===== config.mk =====
export PLATFORM = sky130hd
export DESIGN_NAME = ucb_arm_selector
export DESIGN_NICKNAME = d
export VERILOG_FILES = /design/src/hw/rtl/ucb_pkg.sv /design/src/hw/rtl/ucb_div.sv /design/src/hw/rtl/ucb_arm_selector.sv
export SDC_FILE = /design/constraint.sdc
export NUM_CORES = 2
export LEC_CHECK = 0
export BUFFER_PORTS_ARGS = -buffer_cell sky130_fd_sc_hd__buf_2
export CORE_MARGIN = 1.5
export CORE_UTILIZATION = 35
export CTS_CLUSTER_SIZE = 16
export DETAILED_ROUTE_END_ITERATION = 8
export GPL_TIMING_DRIVEN = 0
export PLACE_DENSITY = 0.51
export SLEW_MARGIN = 0
export SYNTH_ARGS = -nofsm -noshare
export SYNTH_HDL_FRONTEND = slang
export SYNTH_SLANG_ARGS = --single-unit

===== constraint.sdc =====
create_clock -name clk -period 39.6 [get_ports clk]
set_clock_uncertainty 0.1 [all_clocks]
set_input_delay 1.98 -clock clk [delete_from_list [all_inputs] [get_ports clk]]
set_output_delay 1.98 -clock clk [all_outputs]
set_load 0.005 [all_outputs]

===== src/hw/rtl/ucb_pkg.sv =====
// ----------------------------------------------------------------------------
// UCB arm selector package
// Shared widths, function codes, state encoding and divider handshake types.
// ----------------------------------------------------------------------------
`default_nettype none

package ucb_pkg;

	localparam int NUM_ARMS = 5;
	localparam int IDX_W    = $clog2(NUM_ARMS);
	localparam int ARM_W    = 3;
	localparam int SUM_W    = 48;
	localparam int CNT_W    = 32;
	localparam int TOT_W    = CNT_W + $clog2(NUM_ARMS) + 1;
	localparam int LG_W     = 22;
	localparam int DIV_N    = 48;
	localparam int DIV_CW   = $clog2(DIV_N);
	localparam logic [15:0] GAIN_RESET = 16'd256;
	localparam logic [15:0] LN2_Q16    = 16'd45426;

	// transaction function codes
	localparam logic FN_SELECT = 1'b0;
	localparam logic FN_REPORT = 1'b1;

	typedef enum logic [3:0] {
		ST_IDLE,
		ST_SCAN,
		ST_NORM,
		ST_LOG_MUL,
		ST_LOG_STEP,
		ST_LN_MUL,
		ST_LN_HOLD,
		ST_MEAN_GO,
		ST_MEAN_WAIT,
		ST_RATIO_GO,
		ST_RATIO_WAIT,
		ST_SQRT,
		ST_EXPL_MUL,
		ST_SCORE,
		ST_UPDATE,
		ST_DONE
	} ucb_state_t;

	typedef struct packed {
		logic             start;
		logic [DIV_N-1:0] dividend;
		logic [CNT_W-1:0] divisor;
	} div_req_t;

	typedef struct packed {
		logic             busy;
		logic             done;
		logic [DIV_N-1:0] quotient;
	} div_rsp_t;

endpackage

`default_nettype wire


===== src/hw/rtl/ucb_div.sv =====
// ----------------------------------------------------------------------------
// UCB serial divider
// Restoring unsigned divider, one quotient bit per cycle.
// ----------------------------------------------------------------------------
`default_nettype none

module ucb_div (
	input  wire               clk,
	input  wire               arst_n,
	input  ucb_pkg::div_req_t req,
	output ucb_pkg::div_rsp_t rsp
);

	logic                        busy_q;
	logic                        done_q;
	logic [ucb_pkg::DIV_CW-1:0]  cnt_q;
	logic [ucb_pkg::CNT_W-1:0]   rem_q;
	logic [ucb_pkg::CNT_W-1:0]   dvs_q;
	logic [ucb_pkg::DIV_N-1:0]   quo_q;
	logic [ucb_pkg::CNT_W:0]     rem_sh;
	logic                        ge;
	logic [ucb_pkg::CNT_W:0]     rem_sub;

	assign rem_sh  = {rem_q, quo_q[ucb_pkg::DIV_N-1]};
	assign ge      = rem_sh >= {1'b0, dvs_q};
	assign rem_sub = rem_sh - {1'b0, dvs_q};

	always_ff @(posedge clk or negedge arst_n) begin
		if (!arst_n) begin
			busy_q <= 1'b0;
			done_q <= 1'b0;
			cnt_q  <= '0;
		end else begin
			done_q <= 1'b0;
			if (req.start) begin
				busy_q <= 1'b1;
				cnt_q  <= '0;
			end else if (busy_q) begin
				cnt_q <= cnt_q + 1'b1;
				if (cnt_q == ucb_pkg::DIV_CW'(ucb_pkg::DIV_N - 1)) begin
					busy_q <= 1'b0;
					done_q <= 1'b1;
				end
			end
		end
	end

	always_ff @(posedge clk) begin
		if (req.start) begin
			rem_q <= '0;
			dvs_q <= req.divisor;
			quo_q <= req.dividend;
		end else if (busy_q) begin
			rem_q <= ge ? rem_sub[ucb_pkg::CNT_W-1:0] : rem_sh[ucb_pkg::CNT_W-1:0];
			quo_q <= {quo_q[ucb_pkg::DIV_N-2:0], ge};
		end
	end

	assign rsp.busy     = busy_q;
	assign rsp.done     = done_q;
	assign rsp.quotient = quo_q;

`ifndef SYNTHESIS
	a_no_restart : assert property (@(posedge clk) disable iff (!arst_n)
		req.start |-> !busy_q)
		else $error("divider started while busy");
	a_done_after_busy : assert property (@(posedge clk) disable iff (!arst_n)
		done_q |-> $past(busy_q))
		else $error("divider done without a run");
	a_done_pulse : assert property (@(posedge clk) disable iff (!arst_n)
		done_q |=> !done_q)
		else $error("divider done held");
`endif

endmodule

`default_nettype wire


===== src/hw/rtl/ucb_arm_selector.sv =====
// Sequence: a report transaction is absorbed in the cycle it is accepted; a select
//   transaction with an unpicked arm goes from the scan straight to the update,
//   otherwise it runs the scan, normalisation, 16 log rounds, then two serial
//   divisions and a 19-step root per arm, and the update.
// Throughput: one select at a time; ready is low until its result is registered.
// Reset (arst_n low): gain = 1.0, all reward sums and pick counts cleared at once.
// ----------------------------------------------------------------------------
// UCB arm selector
// UCB1 bandit: reward reports and arm selection on a shared serial datapath.
// ----------------------------------------------------------------------------
`default_nettype none

module ucb_arm_selector (
	input  wire         clk,
	input  wire         arst_n,
	input  wire         cfg_wr_en,
	input  wire  [15:0] cfg_wr_data,
	input  wire         in_valid,
	output logic        in_ready,
	input  wire         func,
	input  wire  [2:0]  arm_index,
	input  wire  [31:0] reward,
	output logic        out_valid,
	input  wire         out_ready,
	output logic [2:0]  selected_arm
);

	localparam logic [37:0] SQ_START = 38'h10_0000_0000;

	ucb_pkg::ucb_state_t state_q, state_d;

	logic [15:0]                gain_q;
	logic [ucb_pkg::SUM_W-1:0]  sum_q [ucb_pkg::NUM_ARMS];
	logic [ucb_pkg::CNT_W-1:0]  cnt_q [ucb_pkg::NUM_ARMS];

	logic [ucb_pkg::IDX_W-1:0]  arm_q;
	logic [ucb_pkg::IDX_W-1:0]  best_q;
	logic [ucb_pkg::TOT_W-1:0]  total_q;
	logic [ucb_pkg::TOT_W-1:0]  norm_q;
	logic [5:0]                 exp_q;
	logic [31:0]                y_q;
	logic [15:0]                frac_q;
	logic [3:0]                 rnd_q;
	logic [63:0]                mul_q;
	logic [ucb_pkg::LG_W-1:0]   ln_q;
	logic                       neg_q;
	logic signed [48:0]         mean_q;
	logic [37:0]                v_q;
	logic [37:0]                res_q;
	logic [37:0]                bit_q;
	logic signed [49:0]         best_score_q;
	logic                       out_valid_q;
	logic [2:0]                 sel_q;

	logic                       last_arm;
	logic [ucb_pkg::CNT_W-1:0]  cur_cnt;
	logic [ucb_pkg::SUM_W-1:0]  cur_sum;
	logic [ucb_pkg::SUM_W-1:0]  sum_mag;
	logic [ucb_pkg::TOT_W-1:0]  total_next;
	logic [31:0]                mul_a, mul_b;
	logic [32:0]                sq;
	logic [38:0]                rb;
	logic                       sq_ge;
	logic signed [49:0]         score;
	logic signed [48:0]         acc;
	logic [ucb_pkg::SUM_W-1:0]  acc_sat;
	logic                       in_acc;
	logic                       out_free;
	logic [ucb_pkg::IDX_W-1:0]  rep_idx;

	ucb_pkg::div_req_t div_req;
	ucb_pkg::div_rsp_t div_rsp;

	assign last_arm   = arm_q == ucb_pkg::IDX_W'(ucb_pkg::NUM_ARMS - 1);
	assign cur_cnt    = cnt_q[arm_q];
	assign cur_sum    = sum_q[arm_q];
	assign sum_mag    = cur_sum[ucb_pkg::SUM_W-1] ? (~cur_sum + 1'b1) : cur_sum;
	assign total_next = total_q + ucb_pkg::TOT_W'(cur_cnt);
	assign sq         = mul_q[63:31];
	assign rb         = {1'b0, res_q} + {1'b0, bit_q};
	assign sq_ge      = {1'b0, v_q} >= rb;
	// mean plus the explore term, the product shifted down by eight
	assign score      = {mean_q[48], mean_q} + $signed({23'b0, mul_q[34:8]});
	assign in_acc     = in_valid && in_ready;
	assign out_free   = !out_valid_q || out_ready;
	assign rep_idx    = ucb_pkg::IDX_W'(arm_index);

	// Saturating accumulate of a signed reward into a 48-bit sum
	assign acc = {sum_q[rep_idx][ucb_pkg::SUM_W-1], sum_q[rep_idx]}
		+ {{17{reward[31]}}, reward};
	always_comb begin
		if (acc[48] != acc[47]) begin
			acc_sat = acc[48] ? {1'b1, {(ucb_pkg::SUM_W-1){1'b0}}}
				: {1'b0, {(ucb_pkg::SUM_W-1){1'b1}}};
		end else begin
			acc_sat = acc[ucb_pkg::SUM_W-1:0];
		end
	end

	// Next state
	always_comb begin
		state_d = state_q;
		unique case (state_q)
			ucb_pkg::ST_IDLE: begin
				if (in_valid && func == ucb_pkg::FN_SELECT) state_d = ucb_pkg::ST_SCAN;
			end
			ucb_pkg::ST_SCAN: begin
				if (cur_cnt == '0) state_d = ucb_pkg::ST_UPDATE;
				else if (last_arm) state_d = ucb_pkg::ST_NORM;
			end
			ucb_pkg::ST_NORM: begin
				if (norm_q[ucb_pkg::TOT_W-1]) state_d = ucb_pkg::ST_LOG_MUL;
			end
			ucb_pkg::ST_LOG_MUL:    state_d = ucb_pkg::ST_LOG_STEP;
			ucb_pkg::ST_LOG_STEP: begin
				state_d = (rnd_q == 4'd15) ? ucb_pkg::ST_LN_MUL : ucb_pkg::ST_LOG_MUL;
			end
			ucb_pkg::ST_LN_MUL:     state_d = ucb_pkg::ST_LN_HOLD;
			ucb_pkg::ST_LN_HOLD:    state_d = ucb_pkg::ST_MEAN_GO;
			ucb_pkg::ST_MEAN_GO:    state_d = ucb_pkg::ST_MEAN_WAIT;
			ucb_pkg::ST_MEAN_WAIT:  if (div_rsp.done) state_d = ucb_pkg::ST_RATIO_GO;
			ucb_pkg::ST_RATIO_GO:   state_d = ucb_pkg::ST_RATIO_WAIT;
			ucb_pkg::ST_RATIO_WAIT: if (div_rsp.done) state_d = ucb_pkg::ST_SQRT;
			ucb_pkg::ST_SQRT:       if (bit_q[0]) state_d = ucb_pkg::ST_EXPL_MUL;
			ucb_pkg::ST_EXPL_MUL:   state_d = ucb_pkg::ST_SCORE;
			ucb_pkg::ST_SCORE: begin
				state_d = last_arm ? ucb_pkg::ST_UPDATE : ucb_pkg::ST_MEAN_GO;
			end
			ucb_pkg::ST_UPDATE:     state_d = ucb_pkg::ST_DONE;
			ucb_pkg::ST_DONE:       if (out_free) state_d = ucb_pkg::ST_IDLE;
			default:                state_d = ucb_pkg::ST_IDLE;
		endcase
	end

	// Control outputs: handshake, divider requests, shared multiplier operands
	always_comb begin
		in_ready         = 1'b0;
		div_req.start    = 1'b0;
		div_req.dividend = {ucb_pkg::DIV_N{1'b0}};
		div_req.divisor  = cur_cnt;
		mul_a            = y_q;
		mul_b            = y_q;
		unique case (state_q)
			ucb_pkg::ST_IDLE:     in_ready = 1'b1;
			ucb_pkg::ST_MEAN_GO: begin
				div_req.start    = 1'b1;
				div_req.dividend = sum_mag;
			end
			ucb_pkg::ST_RATIO_GO: begin
				div_req.start    = 1'b1;
				div_req.dividend = ucb_pkg::DIV_N'(ln_q);
			end
			ucb_pkg::ST_LN_MUL: begin
				mul_a = 32'({exp_q, frac_q});
				mul_b = 32'(ucb_pkg::LN2_Q16);
			end
			ucb_pkg::ST_EXPL_MUL: begin
				mul_a = 32'(gain_q);
				mul_b = 32'(res_q[18:0]);
			end
			default: ;
		endcase
	end

	ucb_div u_div (
		.clk    (clk),
		.arst_n (arst_n),
		.req    (div_req),
		.rsp    (div_rsp)
	);

	// Control state, configuration and the arm tables
	always_ff @(posedge clk or negedge arst_n) begin
		if (!arst_n) begin
			state_q     <= ucb_pkg::ST_IDLE;
			gain_q      <= ucb_pkg::GAIN_RESET;
			out_valid_q <= 1'b0;
			for (int i = 0; i < ucb_pkg::NUM_ARMS; i++) begin
				sum_q[i] <= '0;
				cnt_q[i] <= '0;
			end
		end else begin
			state_q <= state_d;
			if (cfg_wr_en) gain_q <= cfg_wr_data;
			// drop the result once taken, load a new one in the done state
			if (out_valid_q && out_ready) out_valid_q <= 1'b0;
			if (state_q == ucb_pkg::ST_DONE && out_free) out_valid_q <= 1'b1;
			// report: accumulate into an arm in range, ignore others
			if (in_acc && func == ucb_pkg::FN_REPORT
				&& int'(arm_index) < ucb_pkg::NUM_ARMS) begin
				sum_q[rep_idx] <= acc_sat;
			end
			// count the chosen arm, holding at full scale
			if (state_q == ucb_pkg::ST_UPDATE && cnt_q[best_q] != '1) begin
				cnt_q[best_q] <= cnt_q[best_q] + 1'b1;
			end
		end
	end

	// Datapath
	always_ff @(posedge clk) begin
		mul_q <= mul_a * mul_b;
		case (state_q)
			ucb_pkg::ST_IDLE: begin
				arm_q   <= '0;
				total_q <= '0;
			end
			ucb_pkg::ST_SCAN: begin
				total_q <= total_next;
				norm_q  <= total_next + 1'b1;
				exp_q   <= 6'(ucb_pkg::TOT_W - 1);
				best_q  <= arm_q;
				arm_q   <= arm_q + 1'b1;
			end
			ucb_pkg::ST_NORM: begin
				// normalise: shift up until the leading one reaches the top
				if (norm_q[ucb_pkg::TOT_W-1]) begin
					y_q    <= norm_q[ucb_pkg::TOT_W-1 -: 32];
					rnd_q  <= '0;
					frac_q <= '0;
				end else begin
					norm_q <= norm_q << 1;
					exp_q  <= exp_q - 1'b1;
				end
			end
			ucb_pkg::ST_LOG_STEP: begin
				// one fraction bit per squaring
				frac_q <= {frac_q[14:0], sq[32]};
				y_q    <= sq[32] ? sq[32:1] : sq[31:0];
				rnd_q  <= rnd_q + 1'b1;
			end
			ucb_pkg::ST_LN_HOLD: begin
				ln_q  <= mul_q[16 +: ucb_pkg::LG_W];
				arm_q <= '0;
			end
			ucb_pkg::ST_MEAN_GO: neg_q <= cur_sum[ucb_pkg::SUM_W-1];
			ucb_pkg::ST_MEAN_WAIT: begin
				if (div_rsp.done) begin
					mean_q <= neg_q ? -$signed({1'b0, div_rsp.quotient})
						: $signed({1'b0, div_rsp.quotient});
				end
			end
			ucb_pkg::ST_RATIO_WAIT: begin
				if (div_rsp.done) begin
					v_q   <= {div_rsp.quotient[21:0], 16'b0};
					res_q <= '0;
					bit_q <= SQ_START;
				end
			end
			ucb_pkg::ST_SQRT: begin
				if (sq_ge) begin
					v_q   <= v_q - rb[37:0];
					res_q <= (res_q >> 1) + bit_q;
				end else begin
					res_q <= res_q >> 1;
				end
				bit_q <= bit_q >> 2;
			end
			ucb_pkg::ST_SCORE: begin
				// strict compare keeps the lower index on a tie
				if (arm_q == '0 || score > best_score_q) begin
					best_score_q <= score;
					best_q       <= arm_q;
				end
				arm_q <= arm_q + 1'b1;
			end
			ucb_pkg::ST_DONE: if (out_free) sel_q <= 3'(best_q);
			default: ;
		endcase
	end

	assign out_valid    = out_valid_q;
	assign selected_arm = sel_q;

`ifndef SYNTHESIS
	a_sel_range : assert property (@(posedge clk) disable iff (!arst_n)
		out_valid_q |-> int'(sel_q) < ucb_pkg::NUM_ARMS)
		else $error("selected arm out of range");
	a_select_busy : assert property (@(posedge clk) disable iff (!arst_n)
		in_acc && func == ucb_pkg::FN_SELECT |=> !in_ready)
		else $error("ready after a select transaction");
	a_count_mono : assert property (@(posedge clk) disable iff (!arst_n)
		cnt_q[0] >= $past(cnt_q[0]))
		else $error("pick count decreased");
	a_div_idle_start : assert property (@(posedge clk) disable iff (!arst_n)
		div_req.start |-> !div_rsp.busy)
		else $error("division requested while busy");
`endif

endmodule

`default_nettype wire


# Word level (Yosys, flattened, before mapping)
# Cells that the tools add are included.
[word_totals]
elab_cells = 205
register_bits = 980
out_inout_bits = 5
[op_classes]
n_eq_ne = 30
n_mul = 1
n_addsub = 15
muxes = 73
order_cmp = 9
bitwise_logic = 5
reduce_logical = 34
[op_table]
columns = ["op", "count"]
rows = [
  ["2-to-1 mux 48 bit", 11],
  ["binary-select mux 48 bit (select 3 bit)", 2],
  ["2-to-1 mux 32 bit", 8],
  ["bitwise mux 240 bit", 1],
  ["case mux 38 bit (2 select lines)", 3],
  ["binary-select mux 32 bit (select 3 bit)", 2],
  ["case mux 32 bit (2 select lines)", 3],
  ["2-to-1 mux 38 bit", 5],
  ["bitwise mux 160 bit", 1],
  ["demux 48 bit (select 3 bit)", 1],
  ["case mux 36 bit (2 select lines)", 2],
  ["case mux 49 bit (2 select lines)", 1],
  ["demux 32 bit (select 3 bit)", 1],
  ["multiplier 32 x 32 -> 64 bit", 1],
  ["case mux 4 bit (16 select lines)", 1],
  ["adder 49 x 28 -> 50 bit", 1],
  ["> comparator 50 bit", 1],
  ["adder 48 x 32 -> 49 bit", 1],
  ["negator 48 -> 49 bit", 1],
  ["adder 48 x 1 -> 48 bit, second input constant", 1],
  ["NOT 48 bit", 1],
  ["2-to-1 mux 4 bit", 10],
  ["adder 38 x 38 -> 39 bit", 1],
  [">= comparator 38 x 39 -> 1 bit", 1],
  ["47 further kinds", 106],
]

# Longest topological paths before layout
[depth]
word_depth = 9
mapped_depth = 42
ltp_nobuf = 36

# By module
# A second synthesis with hierarchy kept.
[hier_totals]
cells_unflattened = 9470
hier_area_um2 = 90036.4
[modules_own_cells]
columns = ["module", "seq_area_each_um2", "instances", "area_per_inst_um2", "cells_per_inst"]
rows = [
  ["ucb_arm_selector", 22347.7, 1, 83309.9, 8868],
  ["ucb_div", 3243.1, 1, 6726.5, 602],
]

# Worst setup path after synthesis
# Ideal clock, no wire load.
[synth_path]
kind = "register to register"
start = "register mean_q[0]"
end = "register best_q[0] (netlist name), enable pin"
t_required_ns = 39.163
path_stages_with_launch = 27
path_buffers = 1
slack_ns = 25.441
t_arrival_ns = 13.722
path_cell_list = "edfxtp_1 > ha_1 > fa_1 > a21o_1 > a21oi_1 > nor2b_1 > o21a_1 > o211a_1 > o41ai_1 > o21ai_0 > a311oi_1 > o21bai_1 > and4_1 > clkbuf_1 > xnor2_1 > ha_1 > a21o_1 > a21o_1 > a21oi_1 > nor2b_1 > o21ai_0 > nand2b_1 > a21oi_1 > o21ai_0 > mux2i_1 > a2111oi_0 > or2_2"
[synth_between]
elab_chain_len = 5
[synth_rtl]
columns = ["item", "line", "source"]
rows = [
  ["start: declaration", "ucb_arm_selector.sv:47", "logic signed [48:0] mean_q;"],
  ["start signal: assignment", "ucb_arm_selector.sv:239", "mean_q <= neg_q ? -$signed({1'b0, div_rsp.quotient})"],
  ["adder 49 x 28 -> 50 bit", "ucb_arm_selector.sv:83", "assign score = {mean_q[48], mean_q} + $signed({23'b0, mul_q[34:8]});"],
  ["named net score[36]", "ucb_arm_selector.sv:64", "logic signed [49:0] score;"],
  ["> comparator 50 bit", "ucb_arm_selector.sv:261", "if (arm_q == '0 || score > best_score_q) begin"],
  ["logical OR 1 bit", "ucb_arm_selector.sv:261", ""],
  ["inequality test 2 bit (no source line)", "n/a", ""],
  ["AND reduction 2 bit (no source line)", "n/a", ""],
  ["end signal: assignment", "ucb_arm_selector.sv:212", "best_q <= arm_q;"],
  ["end signal: assignment", "ucb_arm_selector.sv:263", "best_q <= arm_q;"],
  ["end: declaration", "ucb_arm_selector.sv:37", "logic [ucb_pkg::IDX_W-1:0] best_q;"],
]
# The timed path passes the listed nets, and every way through them passes these cells.
# A chain may end at the register's enable or synchronous reset.

# Final worst setup path
[layout_path]
start = "register state_q[0]"
end = "register mul_q[63]"
[layout_between]
elab_chain_len = 3
word_cells_on_any_way = 5
cone_classes = "1 x mul; 2 x eq/ne; 2 x mux"
[layout_rtl]
columns = ["item", "line", "source"]
rows = [
  ["start: declaration", "ucb_arm_selector.sv:30", "ucb_pkg::ucb_state_t state_q, state_d;"],
  ["start signal: assignment", "ucb_arm_selector.sv:175", "state_q <= ucb_pkg::ST_IDLE;"],
  ["start signal: assignment", "ucb_arm_selector.sv:183", "state_q <= state_d;"],
  ["equality test 4 bit / equality test 4 x 3 -> 1 bit (equally long branches)", "ucb_arm_selector.sv:143", "unique case (state_q)"],
  ["case mux 32 bit (2 select lines)", "ucb_arm_selector.sv:143", ""],
  ["multiplier 32 x 32 -> 64 bit *", "ucb_arm_selector.sv:202", "mul_q <= mul_a * mul_b;"],
  ["end signal: assignment", "ucb_arm_selector.sv:202", ""],
  ["end: declaration", "ucb_arm_selector.sv:44", "logic [63:0] mul_q;"],
]
# Every way passes the cells marked *; elsewhere a longest branch is shown, timed or not.

==> impl_metrics.env <==
export IMPL_path_common_cell="fa_1"
export IMPL_ys_warn_count=0
export IMPL_dp_final_hpwl_mm=256
export IMPL_synth_cell_types=88
export IMPL_crit_family="adder cells"
export IMPL_cts_clk_slew_worst_paths_ns=0.07
export IMPL_htree_levels=3
export IMPL_synthToLayoutAreaGrowth_pct=9.97
export IMPL_setup_violations=0
export IMPL_power_leakage_nw=44.3
export IMPL_min_to="best_q[2]$_DFFE_PP_"
export IMPL_tightest_slew_ns=1.59
export IMPL_drive_gt1_share_pct=7.18
export IMPL_powerDensity_mw_per_mm2=22.3
export IMPL_first_pass_iters=7
export IMPL_rsz0062_at_grt="false"
export IMPL_vdd_drop_max_uv=35.8
export IMPL_ys_seq_area_share_pct=28.9
export IMPL_path_max_fanout=10
export IMPL_drtIter0Drc=6177
export IMPL_viasPerCell=5.49
export IMPL_grt_antenna_before_repair=10
export IMPL_outcome="complete, but fails checks"
export IMPL_grt_start_max_net_pins=120
export IMPL_reg2reg_slack_ns=24.11
export IMPL_synth_area_mm2=0.0884
export IMPL_synthArstFlopShare_pct=45.0
export IMPL_worst_endpoint_arrival_ns=16.04
export IMPL_drc=0
export IMPL_ys_top_cells_by_area="fa_1 (20%), edfxtp_1 (15%), dfrtp_1 (12%)"
export IMPL_yosys_area_top_type="fa_1"
export IMPL_coreArea_mm2=0.251
export IMPL_cts_made_buffers=108
export IMPL_min_from="arm_q[2]$_SDFFCE_PN0P_"
export IMPL_crit_path_max_incr_delay_ns=1.02
export IMPL_nNetsFinal=10900
export IMPL_syn_inst=9207
export IMPL_required_ns=40.14
export IMPL_grt_usage_pct=25.0
export IMPL_ys_ff_latch=953
export IMPL_worstSkewPairLatency_ns=0.76
export IMPL_cts_sinks=953
export IMPL_r2r_end="mul_q[63]$_DFF_P_"
export IMPL_max_freq_mhz=64.6
export IMPL_syn_avg_cell_area_um2=9.61
export IMPL_cts_hold_buf=0
export IMPL_finalMaxSlewViolations=48
export IMPL_ant_nets=0
export IMPL_num_rows=184
export IMPL_fin_crit_sh_pct=39.1
export IMPL_fp_dieH_um=506
export IMPL_wirelength_mm=322
export IMPL_post_cts_buffers=0
export IMPL_hp_class="flip-flop to flip-flop"
export IMPL_r2r_start="state_q[0]$_DFFE_PN0P_"
export IMPL_io_pins=62
export IMPL_violations="capacitance limit, slew limit"
export IMPL_total_power_w=0.00217
export IMPL_grt_ovfl_total=0
export IMPL_place_gp_congestion=1.00
export IMPL_wire_per_inst_um=25.1
export IMPL_crit_type="flip-flop to flip-flop"
export IMPL_slowest_stage="clkinv_1"
export IMPL_root_buffer="clkbuf_16"
export IMPL_setup_tns_ns=0
export IMPL_port_buffers=58
export IMPL_cts_max_path_buffers=3
export IMPL_grt_pass1_wl_mm=477
export IMPL_start_util_pct=35.2
export IMPL_relSlewSlack_pct=-6.40
export IMPL_critPathBufInv=10
export IMPL_vias=70500
export IMPL_ys_flop_type="edfxtp_1"
export IMPL_synth_edf_count=436
export IMPL_yosys_area_top_type_share_pct=20.0
export IMPL_ff2ff_path_depth=35
export IMPL_cts_resized=0
export IMPL_holdPathStages=0
export IMPL_cts_tree="done"
export IMPL_dieArea_mm2=0.256
export IMPL_critPathLaunchType="flip-flop"
export IMPL_synth_most_common_cell="inv_1"
export IMPL_synth_commonest_cells="inv_1 (1216), nand2_1 (1118), fa_1 (884)"
export IMPL_hold_viol_final=0
export IMPL_crit_path_end_kind="flip-flop"
export IMPL_syn_num_nets=10700
export IMPL_min_period_ns=15.49
export IMPL_grt_pass1_vias=71900
export IMPL_die_w_um=506
export IMPL_drv_cap=4
==> layout by cell type (no fill, tap or decap), types with 179 or more instances in the layout <==
master and n:
a21oi_1 329, clkbuf_1 423, dfrtp_1 428, edfxtp_1 436, fa_1 884, ha_1 532, inv_1 1215, mux2_2 198
nand2_1 1117, nor2_1 748, o21ai_0 618, xnor2_1 289, xor2_1 179
==> area by class of cell <==
cell class                 instances  area (um2)
tap                             3348        4190
inverter                        1223        4590
buffer                           443        1680
fill                           25300      154000
sequential                       953       25600
timing repair buffer              87         711
antenna                            8        20.0
multi-input combinational       6588       56700
clock inverter                    57         753
clock buffer                     147        3050
==> how the worst max path moves through the flow <==
stage	startpoint	end	slack [ns]	depth (start not counted)
2_1_floorplan	mean_q[0]$_DFFE_PP_	best_q[0]$_DFFE_PP_	25.44	26
3_3_place_gp	mean_q[0]$_DFFE_PP_	best_q[0]$_DFFE_PP_	19.01	24
3_5_place_dp	state_q[0]$_DFFE_PN0P_	mul_q[63]$_DFF_P_	24.79	35
4_1_cts	state_q[0]$_DFFE_PN0P_	mul_q[63]$_DFF_P_	24.76	35
5_1_grt	state_q[0]$_DFFE_PN0P_	mul_q[63]$_DFF_P_	24.15	38
6_report	state_q[0]$_DFFE_PN0P_	mul_q[63]$_DFF_P_	24.11	35
==> per-layer routing <==
layer | track usage, % | wire length (um) | share of wire [%]
met4 | 11.0 | 15600 | 4.8
met2 | 39.8 | 147000 | 46
met3 | 4.11 | 23700 | 7.4
met1 | 33.5 | 136000 | 42
met5 | 0 | 0 | 0
==> flip-flops by register name, indices dropped and copies added, names as in the netlist, 32 cells and up <==
signal	flops
mul_q	56
v_q	38
u_div.dvs_q	32
u_div.quo_q	48
total_q	36
res_q	38
y_q	32
u_div.rem_q	32
best_score_q	50
mean_q	49
cnt_q	160
norm_q	36
sum_q	240
==> kinds of logic (layout without fill, tap and decap cells) <==
logic type | count (synthesis) | in the layout | synth area share (%)
AO/OA/AOI/OAI | 1700 | 1700 | 11.9
XOR/XNOR | 468 | 468 | 4.63
adder cells (fa/ha/maj) | 1423 | 1423 | 27.6
buffers and inverters | 1666 | 1957 | 7.09
flip-flops | 953 | 953 | 28.9
multiplexers | 394 | 394 | 6.72
other | 0 | 8 | 0
AND/OR/NAND/NOR | 2603 | 2603 | 13.1
==> report_power, final <==
group          internal (W)  switching (W)
sequential          0.00103     0.00000200
clock              0.000635       0.000456
combinational     0.0000128      0.0000340
total               0.00168       0.000492
==> metrics by stage <==
stage / std cells / hold WS, ns / area, um2 / util (%) / setup slack (ns)
finish: 12900 / 0.370 / 97300 / 38.7 / 24.11
global route: 12800 / 0.392 / 97300 / 38.7 / 24.15
CTS: 12800 / 0.378 / 97200 / 38.7 / 24.76
detailed placement: 12600 / 0.364 / 93400 / 37.2 / 24.79
global placement: 12600 / 0.351 / 92900 / 37.0 / 19.01
floorplan: 9207 / 0.315 / 88400 / - / 25.44
(Power assumes the default switching activity.)
